--- src/hdl/apfp_pkg.sv ---
// Package with the constants of the APRS position parser.
package apfp_pkg;

  localparam int CALL_CHARS = 6;
  localparam int ALT_DIGITS = 6;

  localparam int CALL_SLOTS = 6;
  localparam int KEEP_INT   = (CALL_CHARS > CALL_SLOTS) ? CALL_SLOTS :
                              ((CALL_CHARS < 1) ? 1 : CALL_CHARS);
  localparam logic [2:0] KEEP_CHARS = 3'(KEEP_INT);

  function automatic longint alt_limit_f(input int digits);
    longint v;
    int     n;
    v = 1;
    n = (digits > 9) ? 9 : ((digits < 1) ? 1 : digits);
    for (int i = 0; i < n; i++) begin
      v = v * 10;
    end
    return v - 1;
  endfunction

  localparam longint ALT_LIMIT = alt_limit_f(ALT_DIGITS);
  localparam int     ALT_W     = $clog2(ALT_LIMIT + 1);
  localparam int     ALT_OUT_W = 20;

  localparam logic [20:0] LAT_MAX     = 21'd540000;
  localparam logic [20:0] LON_MAX     = 21'd1080000;
  localparam logic [13:0] MIN_INT_MAX = 14'd9999;

  localparam logic [7:0] CH_COLON = 8'h3A;
  localparam logic [7:0] CH_SLASH = 8'h2F;
  localparam logic [7:0] CH_DASH  = 8'h2D;
  localparam logic [7:0] CH_DOT   = 8'h2E;
  localparam logic [7:0] CH_EQ    = 8'h3D;
  localparam logic [7:0] CH_A     = 8'h41;
  localparam logic [7:0] CH_S     = 8'h53;
  localparam logic [7:0] CH_W     = 8'h57;
  localparam logic [7:0] CH_ZERO  = 8'd48;
  localparam logic [7:0] CH_NINE  = 8'd57;

  typedef enum logic [1:0] {
    MODE_INT  = 2'd0,
    MODE_FRAC = 2'd1,
    MODE_STOP = 2'd2
  } num_mode_e;

  typedef struct packed {
    logic [9:0]  deg;
    logic        deg_stop;
    logic [13:0] mins;
    logic [6:0]  frac;
    logic [1:0]  dec;
    num_mode_e   mode;
  } num_t;

endpackage

--- src/hdl/aprs_position_field_parser.sv ---
// Top level of the APRS position parser: one byte per transaction, one result per sentence.
//
//  channel | direction | handshake              | payload
//  --------+-----------+------------------------+-----------------------------------------
//  in      | input     | in_valid_i / in_stall_o   | char_byte_i, end_of_sentence_i
//  out     | output    | out_valid_o / out_stall_i | station_call_o ... altitude_seen_o
//
// Bytes are parsed in the cycle they are accepted: one per cycle while in_stall_o is low.
// The result of the final byte is registered and appears in the cycle after acceptance.
// A byte that does not end a sentence is accepted even while the output is stalled.
// A final byte is held off only while an earlier result still waits to be taken.
// Reset clears all parser state and the output valid flag.
module aprs_position_field_parser (
  input  logic               clk_i,
  input  logic               rst_ni,
  input  logic               in_valid_i,
  output logic               in_stall_o,
  input  logic [7:0]         char_byte_i,
  input  logic               end_of_sentence_i,
  output logic               out_valid_o,
  input  logic               out_stall_i,
  output logic [47:0]        station_call_o,
  output logic [2:0]         call_length_o,
  output logic               call_truncated_o,
  output logic signed [20:0] latitude_centiminutes_o,
  output logic signed [21:0] longitude_centiminutes_o,
  output logic               position_seen_o,
  output logic [19:0]        altitude_feet_o,
  output logic               altitude_seen_o
);

  localparam logic [2:0] PH_WAIT = 3'd0;
  localparam logic [2:0] PH_SKIP = 3'd1;
  localparam logic [2:0] PH_LAT  = 3'd2;
  localparam logic [2:0] PH_LON  = 3'd3;
  localparam logic [2:0] PH_DONE = 3'd4;

  localparam int AW = apfp_pkg::ALT_W;

  function automatic apfp_pkg::num_t clear_num();
    apfp_pkg::num_t n;
    n.deg      = '0;
    n.deg_stop = 1'b0;
    n.mins     = '0;
    n.frac     = '0;
    n.dec      = '0;
    n.mode     = apfp_pkg::MODE_INT;
    return n;
  endfunction

  function automatic apfp_pkg::num_t feed_degree(input apfp_pkg::num_t n,
                                                 input logic dig, input logic [3:0] d);
    apfp_pkg::num_t r;
    logic [13:0]    v;
    r = n;
    v = 14'(n.deg) * 14'd10 + 14'(d);
    if (!n.deg_stop) begin
      if (dig) begin
        r.deg = v[9:0];
      end else begin
        r.deg_stop = 1'b1;
      end
    end
    return r;
  endfunction

  function automatic apfp_pkg::num_t feed_minutes(input apfp_pkg::num_t n,
                                                  input logic dig, input logic [3:0] d,
                                                  input logic is_dot);
    apfp_pkg::num_t r;
    logic [17:0]    v;
    logic [7:0]     f;
    r = n;
    v = 18'(n.mins) * 18'd10 + 18'(d);
    f = 8'(n.frac) * 8'd10 + 8'(d);
    if (n.mode != apfp_pkg::MODE_STOP) begin
      if (dig) begin
        if (n.mode == apfp_pkg::MODE_INT) begin
          r.mins = (v > 18'(apfp_pkg::MIN_INT_MAX)) ? apfp_pkg::MIN_INT_MAX : v[13:0];
        end else if (n.dec < 2'd2) begin
          r.frac = f[6:0];
          r.dec  = n.dec + 2'd1;
        end
      end else if (is_dot && (n.mode == apfp_pkg::MODE_INT)) begin
        r.mode = apfp_pkg::MODE_FRAC;
      end else begin
        r.mode = apfp_pkg::MODE_STOP;
      end
    end
    return r;
  endfunction

  logic [2:0]     phase_q, phase_d;
  logic [3:0]     fpos_q, fpos_d;
  logic [47:0]    call_q, call_d;
  logic [2:0]     ccnt_q, ccnt_d;
  logic           cdone_q, cdone_d;
  logic           ctrunc_q, ctrunc_d;
  apfp_pkg::num_t num_q, num_d, num_fed, num_src;
  logic [20:0]    lat_q, lat_d;
  logic [21:0]    lon_q, lon_d;
  logic           pos_q, pos_d;
  logic [AW-1:0]  alt_q, alt_d;
  logic           prev_a_q, prev_a_d;
  logic           prev_s_q, prev_s_d;
  logic           alt_act_q, alt_act_d;
  logic           alt_seen_q, alt_seen_d;

  logic           in_acc, out_load, out_valid_q;
  logic [7:0]     c;
  logic           dig, slash;
  logic [3:0]     dval;
  logic [AW+3:0]  alt_next;
  logic [6:0]     frac_v;
  logic [22:0]    total;
  logic [20:0]    lat_mag;
  logic [20:0]    lon_mag;
  logic [21:0]    lon_fin_w, lon_fin_p, lon_out;
  logic [20:0]    lat_fin;

  assign c     = char_byte_i;
  assign dig   = (c >= apfp_pkg::CH_ZERO) && (c <= apfp_pkg::CH_NINE);
  assign dval  = 4'(c - apfp_pkg::CH_ZERO);
  assign slash = (c == apfp_pkg::CH_SLASH);

  assign in_stall_o  = end_of_sentence_i && out_valid_q && out_stall_i;
  assign in_acc      = in_valid_i && !in_stall_o;
  assign out_load    = in_acc && end_of_sentence_i;
  assign out_valid_o = out_valid_q;

  always_comb begin
    call_d   = call_q;
    ccnt_d   = ccnt_q;
    cdone_d  = cdone_q;
    ctrunc_d = ctrunc_q;
    if (!cdone_q) begin
      if (c == apfp_pkg::CH_DASH) begin
        cdone_d = 1'b1;
      end else if (ccnt_q < apfp_pkg::KEEP_CHARS) begin
        for (int i = 0; i < apfp_pkg::CALL_SLOTS; i++) begin
          if (ccnt_q == 3'(i)) begin
            call_d[8*(apfp_pkg::CALL_SLOTS-1-i) +: 8] = c;
          end
        end
        ccnt_d = ccnt_q + 3'd1;
      end else begin
        ctrunc_d = 1'b1;
      end
    end
  end

  assign alt_next = (AW+4)'(alt_q) * (AW+4)'(10) + (AW+4)'(dval);

  always_comb begin
    alt_d      = alt_q;
    alt_act_d  = alt_act_q;
    alt_seen_d = alt_seen_q;
    if (alt_act_q) begin
      if (dig) begin
        alt_d = (alt_next > (AW+4)'(apfp_pkg::ALT_LIMIT)) ? AW'(apfp_pkg::ALT_LIMIT)
                                                           : alt_next[AW-1:0];
      end else begin
        alt_act_d = 1'b0;
      end
    end else if ((c == apfp_pkg::CH_EQ) && prev_a_q && !alt_seen_q) begin
      alt_seen_d = 1'b1;
      alt_act_d  = 1'b1;
    end
    prev_a_d = (c == apfp_pkg::CH_A);
  end

  always_comb begin
    num_fed = num_q;
    case (phase_q)
      PH_LAT: begin
        if (fpos_q < 4'd2) begin
          num_fed = feed_degree(num_q, dig, dval);
        end else begin
          num_fed = feed_minutes(num_q, dig, dval, c == apfp_pkg::CH_DOT);
        end
      end
      PH_LON: begin
        if (fpos_q < 4'd3) begin
          num_fed = feed_degree(num_q, dig, dval);
        end else if (fpos_q < 4'd8) begin
          num_fed = feed_minutes(num_q, dig, dval, c == apfp_pkg::CH_DOT);
        end
      end
      default: begin
        num_fed = num_q;
      end
    endcase
  end

  assign num_src = (phase_q == PH_LAT) ? num_q : num_fed;
  assign frac_v  = (num_src.dec == 2'd1) ? 7'(num_src.frac * 7'd10) : num_src.frac;
  assign total   = 23'(num_src.deg) * 23'd6000 + 23'(num_src.mins) * 23'd100
                 + 23'(frac_v);
  assign lat_mag = (total > 23'(apfp_pkg::LAT_MAX)) ? apfp_pkg::LAT_MAX : total[20:0];
  assign lon_mag = (total > 23'(apfp_pkg::LON_MAX)) ? apfp_pkg::LON_MAX : total[20:0];
  assign lat_fin = prev_s_q ? (21'd0 - lat_mag) : lat_mag;
  assign lon_fin_p = {1'b0, lon_mag};
  assign lon_fin_w = (c == apfp_pkg::CH_W) ? (22'd0 - lon_fin_p) : lon_fin_p;

  always_comb begin
    phase_d  = phase_q;
    fpos_d   = fpos_q;
    num_d    = num_fed;
    lat_d    = lat_q;
    lon_d    = lon_q;
    pos_d    = pos_q;
    prev_s_d = prev_s_q;
    case (phase_q)
      PH_WAIT: begin
        if (c == apfp_pkg::CH_COLON) begin
          phase_d = PH_SKIP;
        end
      end
      PH_SKIP: begin
        phase_d  = PH_LAT;
        fpos_d   = '0;
        num_d    = clear_num();
        prev_s_d = 1'b0;
      end
      PH_LAT: begin
        if (slash) begin
          lat_d   = lat_fin;
          pos_d   = 1'b1;
          phase_d = PH_LON;
          fpos_d  = '0;
          num_d   = clear_num();
        end else begin
          if (fpos_q < 4'd15) begin
            fpos_d = fpos_q + 4'd1;
          end
          prev_s_d = (c == apfp_pkg::CH_S);
        end
      end
      PH_LON: begin
        if (fpos_q >= 4'd8) begin
          lon_d   = lon_fin_w;
          phase_d = PH_DONE;
        end else begin
          fpos_d = fpos_q + 4'd1;
        end
      end
      default: begin
        phase_d = phase_q;
      end
    endcase
  end

  always_comb begin
    if ((phase_q == PH_LAT) && slash) begin
      lon_out = '0;
    end else if (phase_d == PH_LON) begin
      lon_out = lon_fin_p;
    end else begin
      lon_out = lon_d;
    end
  end

  always_ff @(posedge clk_i or negedge rst_ni) begin
    if (!rst_ni) begin
      phase_q    <= PH_WAIT;
      fpos_q     <= '0;
      call_q     <= '0;
      ccnt_q     <= '0;
      cdone_q    <= 1'b0;
      ctrunc_q   <= 1'b0;
      num_q      <= clear_num();
      lat_q      <= '0;
      lon_q      <= '0;
      pos_q      <= 1'b0;
      alt_q      <= '0;
      prev_a_q   <= 1'b0;
      prev_s_q   <= 1'b0;
      alt_act_q  <= 1'b0;
      alt_seen_q <= 1'b0;
    end else if (in_acc) begin
      if (end_of_sentence_i) begin
        phase_q    <= PH_WAIT;
        fpos_q     <= '0;
        call_q     <= '0;
        ccnt_q     <= '0;
        cdone_q    <= 1'b0;
        ctrunc_q   <= 1'b0;
        num_q      <= clear_num();
        lat_q      <= '0;
        lon_q      <= '0;
        pos_q      <= 1'b0;
        alt_q      <= '0;
        prev_a_q   <= 1'b0;
        prev_s_q   <= 1'b0;
        alt_act_q  <= 1'b0;
        alt_seen_q <= 1'b0;
      end else begin
        phase_q    <= phase_d;
        fpos_q     <= fpos_d;
        call_q     <= call_d;
        ccnt_q     <= ccnt_d;
        cdone_q    <= cdone_d;
        ctrunc_q   <= ctrunc_d;
        num_q      <= num_d;
        lat_q      <= lat_d;
        lon_q      <= lon_d;
        pos_q      <= pos_d;
        alt_q      <= alt_d;
        prev_a_q   <= prev_a_d;
        prev_s_q   <= prev_s_d;
        alt_act_q  <= alt_act_d;
        alt_seen_q <= alt_seen_d;
      end
    end
  end

  always_ff @(posedge clk_i or negedge rst_ni) begin
    if (!rst_ni) begin
      out_valid_q <= 1'b0;
    end else if (out_load) begin
      out_valid_q <= 1'b1;
    end else if (!out_stall_i) begin
      out_valid_q <= 1'b0;
    end
  end

  always_ff @(posedge clk_i) begin
    if (out_load) begin
      station_call_o           <= call_d;
      call_length_o            <= ccnt_d;
      call_truncated_o         <= ctrunc_d;
      latitude_centiminutes_o  <= pos_d ? $signed(lat_d) : 21'sd0;
      longitude_centiminutes_o <= pos_d ? $signed(lon_out) : 22'sd0;
      position_seen_o          <= pos_d;
      altitude_feet_o          <= apfp_pkg::ALT_OUT_W'(alt_d);
      altitude_seen_o          <= alt_seen_d;
    end
  end

endmodule

--- config.mk ---
export PLATFORM = sky130hd
export DESIGN_NAME = aprs_position_field_parser
export DESIGN_NICKNAME = d
export VERILOG_FILES = /design/src/hdl/apfp_pkg.sv /design/src/hdl/aprs_position_field_parser.sv
export SDC_FILE = /design/constraint.sdc
export NUM_CORES = 1
export LEC_CHECK = 0
export BUFFER_PORTS_ARGS = -buffer_cell sky130_fd_sc_hd__buf_2
export CELL_PAD_IN_SITES_DETAIL_PLACEMENT = 1
export CELL_PAD_IN_SITES_GLOBAL_PLACEMENT = 1
export CORE_MARGIN = 1.5
export CORE_UTILIZATION = 40
export CTS_BUF_LIST = sky130_fd_sc_hd__clkbuf_2
export CTS_CLUSTER_DIAMETER = 50
export CTS_CLUSTER_SIZE = 28
export DETAILED_ROUTE_END_ITERATION = 8
export GPL_ROUTABILITY_DRIVEN = 0
export MAX_ROUTING_LAYER = met4
export PLACE_DENSITY = 0.7
export SLEW_MARGIN = 20
export SYNTH_ARGS = -nofsm -noshare
export SYNTH_HDL_FRONTEND = slang
export SYNTH_SLANG_ARGS = --single-unit
--- constraint.sdc ---
create_clock -name clk_i -period 15.85 [get_ports clk_i]
set_input_delay 0.7925 -clock clk_i [delete_from_list [all_inputs] [get_ports clk_i]]
set_output_delay 0.7925 -clock clk_i [all_outputs]
set_load 0.1 [all_outputs]
# ---- Yosys cells after proc, flatten, opt, wreduce, memory -nomap -nowiden
# Cells that the tools add are included.
dict set report totals {
  register_bits 282
  inputBits 13
  word_cells 188
  out_inout_bits 119
}
dict set report classes {
  magnitude_cmp 13
  reduce_logical 20
  multipliers 7
  n_addsub 12
  eq_ne 23
  bitwise 1
  muxes 82
}
# op n
set op_table {}
lappend op_table {{48-bit two-way mux} 4}
lappend op_table {{36-bit two-way mux} 5}
lappend op_table {{21-bit two-way mux} 7}
lappend op_table {{36-bit case mux with 2 select lines} 2}
lappend op_table {{22-bit two-way mux} 4}
lappend op_table {{20-bit two-way mux} 4}
lappend op_table {{25-bit two-way mux} 2}
lappend op_table {{8-bit two-way mux} 6}
lappend op_table {{8-bit by 6-bit equality test with 1-bit output, second input constant} 5}
lappend op_table {{14-bit two-way mux} 2}
lappend op_table {{24-bit by 4-bit adder with 24-bit output} 1}
lappend op_table {{8-bit by 7-bit equality test with 1-bit output, second input constant} 3}
lappend op_table {{24-bit by 20-bit > comparator with 1-bit output, second input constant} 1}
lappend op_table {{3-bit two-way mux} 8}
lappend op_table {{23-bit by 21-bit adder with 23-bit output} 1}
lappend op_table {{23-bit by 7-bit adder with 23-bit output} 1}
lappend op_table {{23-bit by 20-bit > comparator with 1-bit output, second input constant} 1}
lappend op_table {{23-bit by 21-bit > comparator with 1-bit output, second input constant} 1}
lappend op_table {{20-bit by 3-bit multiplier with 23-bit output, second input constant} 1}
lappend op_table {{1-bit two-way mux} 23}
lappend op_table {{23-bit two-way mux} 1}
lappend op_table {{1-bit by 21-bit subtractor with 22-bit output, first input constant} 1}
lappend op_table {{1-bit by 21-bit subtractor with 21-bit output, first input constant} 1}
lappend op_table {{10-bit by 9-bit multiplier with 19-bit output, second input constant} 1}
lappend op_table {{other kinds (47)} 72}

# ---- Logic depth before layout (Yosys ltp)
# Gate-level depths: netlist of run 1.
dict set report logic_depth {
  ltp_word 21
  depth_mapped 55
  ltp_nobuf 52
}

# ---- Least setup slack after synthesis of run 1
# OpenSTA, ideal clock, no wires.
dict set report synth_timing {
  path_kind {register to register}
  startpoint {register num_q[12] (netlist name)}
  endpoint {register longitude_centiminutes_o[20] (data pin)}
  period_less_slack_ns 11.354
  setup_ns 0.255
  path_stages_with_launch 55
  setup_slack_ns 4.496
  t_arrival_ns 11.100
  path_cell_list {dfrtp_1 > ha_1 > ha_1 > fa_1 > a21o_1 > a21oi_1 > o21ai_0 > and2_1 > nand4b_1 > nor4_1 > and4_1 > o211ai_1 > a21oi_1 > clkbuf_1 > a21oi_1 > ha_1 > ha_1 > inv_1 > [... 19 more ...] > a221oi_1 > xor2_1 > or2_2 > buf_2 > a21oi_1 > buf_2 > buf_2 > nand2_1 > ha_1 > nand2_1 > nor3_1 > nand2_1 > nor2_1 > nand4_1 > a211o_1 > o31ai_1 > o221ai_1 > and2_1}
}
dict set report synth_via {
  elab_chain_len 21
  word_cells_on_any_way 22
  classes_between {add/sub: 4; mul: 2; order compare: 2; mux: 14}
}
# element line_no
set synth_lines {}
lappend synth_lines {{start, declared} aprs_position_field_parser.sv:99} ;# apfp_pkg::num_t num_q, num_d, num_fed, num_src;
lappend synth_lines {{start signal, assigned} aprs_position_field_parser.sv:271} ;# num_q <= clear_num();
lappend synth_lines {{start signal, assigned} aprs_position_field_parser.sv:288} ;# num_q <= clear_num();
lappend synth_lines {{start signal, assigned} aprs_position_field_parser.sv:304} ;# num_q <= num_d;
lappend synth_lines {{14-bit by 3-bit multiplier with 17-bit output} aprs_position_field_parser.sv:74} ;# v = 18'(n.mins) * 18'd10 + 18'(d);
lappend synth_lines {{18-bit by 4-bit adder with 18-bit output} aprs_position_field_parser.sv:74}
lappend synth_lines {{18-bit by 14-bit > comparator with 1-bit output} aprs_position_field_parser.sv:79} ;# r.mins = (v > 18'(apfp_pkg::MIN_INT_MAX)) ? apfp_pkg::MIN_INT_MAX : v[13:0];
lappend synth_lines {{14-bit two-way mux} aprs_position_field_parser.sv:79}
lappend synth_lines {{14-bit two-way mux} aprs_position_field_parser.sv:78} ;# if (n.mode == apfp_pkg::MODE_INT) begin
lappend synth_lines {{23-bit two-way mux} aprs_position_field_parser.sv:77} ;# if (dig) begin
lappend synth_lines {{25-bit two-way mux} aprs_position_field_parser.sv:76} ;# if (n.mode != apfp_pkg::MODE_STOP) begin
lappend synth_lines {{25-bit two-way mux} aprs_position_field_parser.sv:185} ;# end else if (fpos_q < 4'd8) begin
lappend synth_lines {{[... 5 more ...]} -}
lappend synth_lines {{23-bit by 7-bit adder with 23-bit output (*)} aprs_position_field_parser.sv:198} ;# + 23'(frac_v);
lappend synth_lines {{23-bit by 21-bit > comparator with 1-bit output} aprs_position_field_parser.sv:200} ;# assign lon_mag = (total > 23'(apfp_pkg::LON_MAX)) ? apfp_pkg::LON_MAX : total[20:0];
lappend synth_lines {{21-bit two-way mux (*)} aprs_position_field_parser.sv:200}
lappend synth_lines {{1-bit by 21-bit subtractor with 22-bit output} aprs_position_field_parser.sv:203} ;# assign lon_fin_w = (c == apfp_pkg::CH_W) ? (22'd0 - lon_fin_p) : lon_fin_p;
lappend synth_lines {{22-bit two-way mux} aprs_position_field_parser.sv:203}
lappend synth_lines {{22-bit two-way mux} aprs_position_field_parser.sv:240} ;# if (fpos_q >= 4'd8) begin
lappend synth_lines {{22-bit two-way mux} aprs_position_field_parser.sv:213} ;# case (phase_q)
lappend synth_lines {{21-bit two-way mux (*)} aprs_position_field_parser.sv:256} ;# end else if (phase_d == PH_LON) begin
lappend synth_lines {{end signal, assigned} aprs_position_field_parser.sv:333} ;# longitude_centiminutes_o <= pos_d ? $signed(lon_out) : 22'sd0;
lappend synth_lines {{end, declared} aprs_position_field_parser.sv:26} ;# output logic signed [21:0] longitude_centiminutes_o,
# Every way passes the cells marked *; elsewhere a longest branch is shown, timed or not.
# A chain may end at the register's enable or synchronous reset.

# ---- Final worst setup path of run 1
# Ends and elaborated chain as after synthesis.

==> out/metrics.yaml, run 1 <==
grt_first_pass_wirelength_mm: 105.8
hpwl_mm: 48.29
slew_viol_final: 0
yosys.area.top_type: "dfrtp_1"
cp-end-kind: "register"
ys_warn_count: 0
tightest_slew_ns: 1.091
clkSlewWorstSetupHoldPaths_ns: 0.32
worst_path_max_delay_cell: "nor4_1"
first_pass_iters: 6
cts_setup_buffers: 0
p_int_mw: 1.002
post-route-util_pct: 43.98
avgSynthCellArea_um2: 9.639
area.growth.synth_to_final_pct: 8.674
viasPerCell: 5.888
required_ns: 16.67
rsz0062_at_grt: "no"
synth_top_cell_area_share_pct: 18.92
grt_max_degree: 99
post-route-min-period_ns: 12.82
clock_path_buffers: 3
cts_resized: 0
rows: 85
coreArea_um2: 53920
num_vias: 18180
synth_edf_count: 117
power_mw: 1.550
start_util_pct: 40.47
drc: 0
cap_violations: 0
synth_cell_types: 97
max_freq_mhz: 78.02
grt_pass1_vias: 18980
hold_viol_final: 0
yosysSeqAreaShare_pct: 35.02
die_h_um: 236.6
r2r_slack_ns: 3.03
grt_util_all_layers_pct: 24.12
synthesis.nets: 2569
slew_headroom_pct: 26.81
die_area_um2: 55970
yosysMostFrequentCell: "ha_1"
overflow: 0
cts_root_buffer: "clkbuf_2"
hp-class: "input port to register"
synth-seq-cells: 282
cts.sinks: 282
ios: 132
synthTopCellsByCount: "232 x ha_1, 205 x nand2_1, 165 x dfrtp_1, 154 x o21ai_0"
final_antenna_net_count: 0
portBuffers: 131
fin_crit_sh_pct: 80.87
startpoint_type: "register"
p_clk_share_pct: 31.2
die_w_um: 236.6
yosys-top-cells-area: "dfrtp_1 19%, edfxtp_1 16%, ha_1 13%"
worstSetupPathType: "register to register"
syn_inst: 2264
slowest_delay_ns: 0.55
drive_gt1_share_pct: 13.15
ys.flop_type: "dfrtp_1"
routed_wl_mm: 65.35
comb_power_share_pct: 16.4
p_leak_nw: 11.22
skew_ns: 0.1200
cts_buffers: 36
postPlaceCellArea_um2: 23140
r2r_cells: 53
ir_drop_v: 0.00003666
switching_share_pct: 35.38
htree_num_levels: 2
finalSetupViolCount: 0
min_delay_path_depth: 2
cp_common_cell: "ha_1"
avgRoutedWirePerCell_um: 21.17
power.density_nw_per_um2: 65.37
cts_tree: "built"
clk_latency_ns: 1.10
design_area_um2: 23720
nets: 2664
mappedNetlistArea_um2: 21820
status: "complete, no violations"
drt_iter0_drc: 989
tns_ns: 0
seq_power_share_pct: 52.5
cp_data_arrival_time_ns: 13.64
power_switching_mw: 0.5485
antenna_found_initial: 3
crit_fanout: 29
nFillCells: 6136
synth-async-reset-ratio_pct: 58.51
[metal layers]
layer | global-route usage, % | wire [µm]
met1 | 31.50 | 29730
met3 | 3.264 | 2859
met2 | 39.30 | 31150
met5 | - | 0
met4 | 6.585 | 1610
[cell type report]
cell class / instances / area (µm²) / area share (%)
inverters: 145 / 544.3 / 2.295
clock inverters: 23 / 305.3 / 1.287
flip-flops and latches: 282 / 7642 / 32.22
diodes: 4 / 10.01 / 0.04221
well taps: 696 / 870.8 / 3.672
multi-input cells: 1736 / 13260 / 55.90
clock buffers: 43 / 215.2 / 0.9074
repair buffers: 158 / 872.1 / 3.677
[worst paths after layout]
kind / from / endpoint
max reg2reg: num_q[12] / longitude_centiminutes_o[20]
min in group asynchronous: rst_ni / call_q[17]
max: num_q[12] / longitude_centiminutes_o[20]
min: char_byte_i[5] / station_call_o[45]
max in group asynchronous: rst_ni / lon_q[10]
min reg2reg: alt_seen_q / alt_act_q
[registers in the layout (all words and copies together), names as in the netlist]
signal                    count
station_call_o               48
prev_a_q                      1
latitude_centiminutes_o      21
fpos_q                        4
pos_q                         1
phase_q                       3
lat_q                        21
ctrunc_q                      1
prev_s_q                      1
longitude_centiminutes_o     22
altitude_feet_o              20
call_length_o                 3
altitude_seen_o               1
cdone_q                       1
alt_seen_q                    1
call_truncated_o              1
position_seen_o               1
call_q                       48
alt_q                        20
out_valid_o                   1
num_q                        36
ccnt_q                        3
alt_act_q                     1
lon_q                        22
[worst max-delay path: cells and delay by family (launching register included)]
| kind | cells | cell delay [ns] |
|---|---|---|
| adders and majority gates | 10 | 3.30 |
| DFF | 1 | 0.49 |
| AOI/OAI and AO/OA | 24 | 4.39 |
| and+or+nand+nor | 13 | 3.32 |
| xor gates and xnor gates | 2 | 0.50 |
| buffers and inverters | 4 | 0.60 |
[layout by cell type (no fill, tap or decap), types with 15 or more instances in the layout]
master / n
ha_1: 232
nand2_1: 204
dfrtp_1: 165
o21ai_0: 152
inv_1: 144
a21oi_1: 144
nor2_1: 142
buf_2: 130
edfxtp_1: 117
a22o_1: 84
xnor2_1: 75
fa_1: 60
nand3_1: 53
mux2_2: 46
clkbuf_2: 43
a21o_1: 39
xor2_1: 36
a31oi_1: 30
nor3_1: 28
buf_4: 24
o21a_1: 21
o211ai_1: 21
nand2b_1: 18
nand4_1: 18
o31ai_1: 17
and2_1: 16
and3_1: 16
or3_1: 16
o22ai_1: 16
nor2b_1: 15
[cells by family after synthesis]
group | after synthesis | share of synthesized area, %
multiplexers | 52 | 2.649
XOR/XNOR | 113 | 4.569
buffers and inverters | 246 | 4.432
AND/OR/NAND/NOR | 607 | 13.73
AO/OA/AOI/OAI | 672 | 20.79
flip-flops | 282 | 35.02
adder cells (fa/ha/maj) | 292 | 18.81
[power groups by stage]
| stage | registers [mW] | clock network, mW | logic (mW) |
|---|---|---|---|
| global route | 0.818 | 0.523 | 0.268 |
| global placement | 0.826 | 0 | 0.250 |
| floorplan | 0.941 | 0 | 0.0793 |
| finish | 0.813 | 0.483 | 0.254 |
| detailed placement | 0.828 | 0 | 0.254 |
| CTS | 0.814 | 0.499 | 0.256 |
[metrics by stage]
step / hold WS (ns) / cells / setup WS (ns)
after floorplan: 0.4436 / 2264 / 4.496
after global placement: 0.4592 / 3014 / 3.640
after detailed placement: 0.4719 / 3014 / 3.131
after CTS: 0.04089 / 3083 / 3.074
after global routing: 0.06377 / 3087 / 1.961
final: 0.1344 / 3087 / 3.033
[what timing repair did]
item | in CTS | in global routing
hold buffers | 3 | 0
endpoints found under the hold margin | 99 | 0
endpoints found under the setup margin | 0 | 0
Note: power is estimated with default switching activity, not from simulation.
==> inputs of run 2 (changes only) <==
==> constraint.sdc (replaced) <==
create_clock -name clk_i -period 12.2 [get_ports clk_i]
set_input_delay 0.61 -clock clk_i [delete_from_list [all_inputs] [get_ports clk_i]]
set_output_delay 0.61 -clock clk_i [all_outputs]
set_load 0.1 [all_outputs]
==> out/metrics.yaml, run 2 (synthesized netlist as in run 1, its figures left out) <==
status: "complete, no violations"
layout_common_cells: "230 x ha_1, 203 x nand2_1, 163 x dfrtp_1"
avgRoutedWirePerCell_um: 21.09
crit_start: "num_q[12]"
die_h_um: 236.6
clk_latency_ns: 1.15
drive_gt1_share_pct: 15.19
timing.rr.start: "num_q[12]"
coreArea_um2: 53920
slew_headroom_pct: 26.06
slowest_delay_ns: 0.54
grt_pass1_vias: 19240
r2r_slack_ns: 0.54
tightest_slew_ns: 1.108
ir_drop_v: 0.00005629
layout_commonest_cell: "ha_1"
comb_power_share_pct: 16.1
drc: 0
final_antenna_net_count: 0
grt_max_degree: 77
cp-end-kind: "register"
slew_viol_final: 0
max_freq_mhz: 85.73
p_int_mw: 1.352
worstSetupEndpoint: "longitude_centiminutes_o[18]"
worst_path_max_delay_cell: "fa_1"
start_util_pct: 40.47
grt_first_pass_wirelength_mm: 106.4
switching_share_pct: 34.95
crit_fanout: 14
htree_num_levels: 2
cts_root_buffer: "clkbuf_2"
p_clk_share_pct: 33.0
whs_ns: 0.1607
rows: 85
finalSetupViolCount: 0
antenna_found_initial: 2
die_area_um2: 55970
viasPerCell: 5.865
die_w_um: 236.6
power_switching_mw: 0.7263
clkSlewWorstSetupHoldPaths_ns: 0.24
overflow: 0
skew_ns: 0.2291
num_vias: 18390
worstSetupPathType: "register to register"
first_pass_iters: 5
grt_util_all_layers_pct: 24.35
cp_data_arrival_time_ns: 12.40
r2r_cells: 52
largestRegisters: "call_q x48, station_call_o x48, num_q x36"
hpwl_mm: 48.77
ios: 132
cts.sinks: 282
p_leak_nw: 11.48
power_mw: 2.078
hp-class: "input port to register"
post-route-min-period_ns: 11.66
nets: 2709
required_ns: 12.93
portBuffers: 131
cap_violations: 0
startpoint_type: "register"
seq_power_share_pct: 50.8
fin_crit_sh_pct: 95.61
area.growth.synth_to_final_pct: 11.30
clock_path_buffers: 3
cts_tree: "built"
power.density_nw_per_um2: 85.56
drt_iter0_drc: 1196
routed_wl_mm: 66.10
r2r-end: "longitude_centiminutes_o[18]"
hold_viol_final: 0
cts_buffers: 40
## run 2: changes by cell type in the layout (fill, tap and decap cells not counted), moves of 3 or more
| cell | delta |
|---|---|
| buf_4 | +29 |
| dlygate4sd3_1 | +10 |
| a21oi_1 | -9 |
| a21oi_2 | +8 |
| clkinv_1 | +5 |
| clkinv_4 | +4 |
| inv_6 | +3 |
| o21ai_0 | -3 |
## run 2: power by group through the flow
stage               logic (mW)  registers [mW]  clock network (mW)
CTS                      0.338            1.06               0.708
floorplan                0.103            1.22                   0
detailed placement       0.332            1.08                   0
global placement         0.326            1.07                   0
finish                   0.335            1.06               0.687
global route             0.353            1.06               0.740
## run 2: area by class of cell
type	count	area [µm²]
tap	696	870.8
sequential	282	7645
inverter	145	544.3
fill	6156	29630
timing repair buffer	199	1221
antenna	3	7.507
multi-input combinational	1736	13380
clock inverter	33	414.1
clock buffer	41	205.2
## run 2: metrics by stage
| stage | utilization (%) | instance area [µm²] | worst slack (ns) | setup TNS, ns | instances |
|---|---|---|---|---|---|
| floorplan | - | 21820 | 0.8457 | 0 | 2264 |
| detailed placement | 43.18 | 23280 | -0.04042 | -0.09709 | 3032 |
| finish | 45.05 | 24290 | 0.5351 | 0 | 3135 |
| CTS | 44.63 | 24060 | 0.05803 | 0 | 3120 |
| global route | 45.05 | 24290 | -0.09697 | -0.2388 | 3135 |
| global placement | 43.17 | 23280 | 0.5467 | 0 | 3032 |
## run 2: how the worst min path moves through the flow
stage                         startpoint              end  slack, ns  depth (start not counted)
after CTS                 char_byte_i[3]       alt_seen_q       0.05                          6
final                     char_byte_i[3]       alt_seen_q       0.16                          6
after floorplan                   rst_ni        alt_act_q       0.31                          0
after global placement          lat_q[1]         lat_q[1]       0.46                          1
after global routing      char_byte_i[3]  altitude_seen_o       0.11                          4
after detailed placement       lat_q[10]        lat_q[10]       0.47                          2
## run 2: layer usage
layer  share of wire (%)  track usage [%]  vias up
met2                  48            39.67      415
li1                    -                -     8609
met5                   0                -        -
met1                  46            31.79     9259
met4                 2.2            6.391        0
met3                 4.4            3.451      105
## run 2: what timing repair did
action                                  CTS  global route
setup buffers                             0            12
hold endpoints to repair                103             0
hold buffers                             14             0
pin swaps                                 0            10
gates resized for setup                   2            29
endpoints found under the setup margin    6            52
## run 2: critical path, delay by kind of cell (launching register included)
family | cells | cell delay [ns]
buf+inv | 5 | 0.60
flops | 1 | 0.47
fa+ha+maj | 10 | 3.22
compound gates | 24 | 4.03
xor+xnor | 3 | 0.62
simple gates | 10 | 2.38
==> inputs of run 3 (changes only) <==
--- a/config.mk
+++ b/config.mk
@@ -10,7 +10,7 @@
 export CELL_PAD_IN_SITES_GLOBAL_PLACEMENT = 1
 export CORE_MARGIN = 1.5
 export CORE_UTILIZATION = 40
-export CTS_BUF_LIST = sky130_fd_sc_hd__clkbuf_2
+export CTS_BUF_LIST = sky130_fd_sc_hd__clkbuf_8
 export CTS_CLUSTER_DIAMETER = 50
 export CTS_CLUSTER_SIZE = 28
 export DETAILED_ROUTE_END_ITERATION = 8
==> out/metrics.yaml, run 3 (synthesized netlist as in run 1, its figures left out) <==
die_h_um: 236.6
cp_common_cell: "ha_1"
start_util_pct: 40.47
drc: 0
portBuffers: 131
worstSetupPathType: "register to register"
slew_headroom_pct: 24.34
grt_max_degree: 77
grt_first_pass_wirelength_mm: 106.4
grt_util_all_layers_pct: 24.28
status: "complete, no violations"
final_antenna_net_count: 0
clk_latency_ns: 0.66
nets: 2690
drive_gt1_share_pct: 14.94
fin_crit_sh_pct: 94.46
max_freq_mhz: 86.77
coreArea_um2: 53920
setup_slack_ns: 0.6753
die_w_um: 236.6
worst_path_max_delay_cell: "fa_1"
hold_viol_final: 0
required_ns: 12.59
post-route-min-period_ns: 11.52
multi_input_area_um2: 13380
pre_cts_slack_ns: -0.04042
slowest_delay_ns: 0.54
htree_num_levels: 2
slew_viol_final: 0
clkSlewWorstSetupHoldPaths_ns: 0.09
overflow: 0
routed_wl_mm: 65.82
hpwl_mm: 48.77
first_pass_iters: 5
area.growth.synth_to_final_pct: 12.14
clock_path_buffers: 3
hp-class: "input port to register"
drt_iter0_drc: 1162
viasPerCell: 5.890
cts.sinks: 282
tightest_slew_ns: 1.134
largestRegisters: "call_q x48, station_call_o x48, num_q x36"
cp-end-kind: "register"
cap_violations: 0
power.density_nw_per_um2: 94.63
grt_pass1_vias: 19280
cts_root_buffer: "clkbuf_8"
rows: 85
cp_data_arrival_time_ns: 11.91
die_area_um2: 55970
ir_drop_v: 0.00006626
crit_fanout: 14
finalSetupViolCount: 0
design_area_um2: 24470
p_leak_nw: 11.53
post-route-util_pct: 45.39
layout_commonest_cell: "ha_1"
nFillCells: 6118
postPlaceCellArea_um2: 23280
cts_tree: "built"
register_area_um2: 7645
cts_buffers: 40
power_mw: 2.316
num_vias: 18340
avgRoutedWirePerCell_um: 21.14
layout_common_cells: "231 x ha_1, 204 x nand2_1, 163 x dfrtp_1"
ios: 132
antenna_found_initial: 1
startpoint_type: "register"
skew_ns: 0.06642
run 3: power by group:
| group | switching (mW) | leakage, nW | internal [mW] |
|---|---|---|---|
| Combinational | 0.264 | 7.62 | 0.0669 |
| Clock | 0.472 | 0.490 | 0.458 |
| Sequential | 0.0189 | 3.42 | 1.04 |
run 3: layer usage:
metal	vias to the layer above	wire (µm)	global-route usage [%]
met4	0	1405	6.041
li1	8565	-	-
met2	422	31390	39.47
met5	-	0	-
met1	9246	30290	31.85
met3	107	2729	3.521
run 3: stage by stage:
step / hold WS [ns] / TNS (ns) / instances
floorplan: 0.3144 / 0 / 2264
global placement: 0.4603 / 0 / 3032
detailed placement: 0.4701 / -0.09709 / 3032
CTS: 0.1317 / 0 / 3107
global route: 0.1569 / -0.03060 / 3114
finish: 0.1829 / 0 / 3114
run 3: timing repair:
action,CTS,global route
setup endpoints to repair,4,56
endpoints found under the hold margin,59,0
hold buffers,1,0
setup buffers,0,6
pin swaps,0,6
resized for setup,1,29
run 3: layout make-up:
cell class,instances,share of cell area [%]
Inverter,145,2.224
Sequential cell,282,31.24
Clock buffer,41,2.306
Tap cell,696,3.558
Timing Repair Buffer,180,4.233
Multi-Input combinational cell,1736,54.66
Antenna cell,1,0.01023
Clock inverter,33,1.769
run 3: path summary, 6_finish.rpt:
check,start,to,slack (ns),cells after the start
max,num_q[12],longitude_centiminutes_o[20],0.68,53
min,out_stall_i,out_valid_o,0.18,2
max reg2reg,num_q[12],longitude_centiminutes_o[20],0.68,53
min reg2reg,lat_q[17],lat_q[17],0.49,1
max in group asynchronous,rst_ni,num_q[12],9.68,4
min in group asynchronous,rst_ni,call_q[8],0.49,2
run 3: worst max-delay path, delay by kind of cell (launching register included):
family / cells / cell delay, ns
and+or+nand+nor: 12 / 2.38
xor gates and xnor gates: 3 / 0.63
DFF: 1 / 0.45
AOI/OAI and AO/OA: 24 / 4.07
adders and majority gates: 10 / 3.28
buffers and inverters: 4 / 0.45
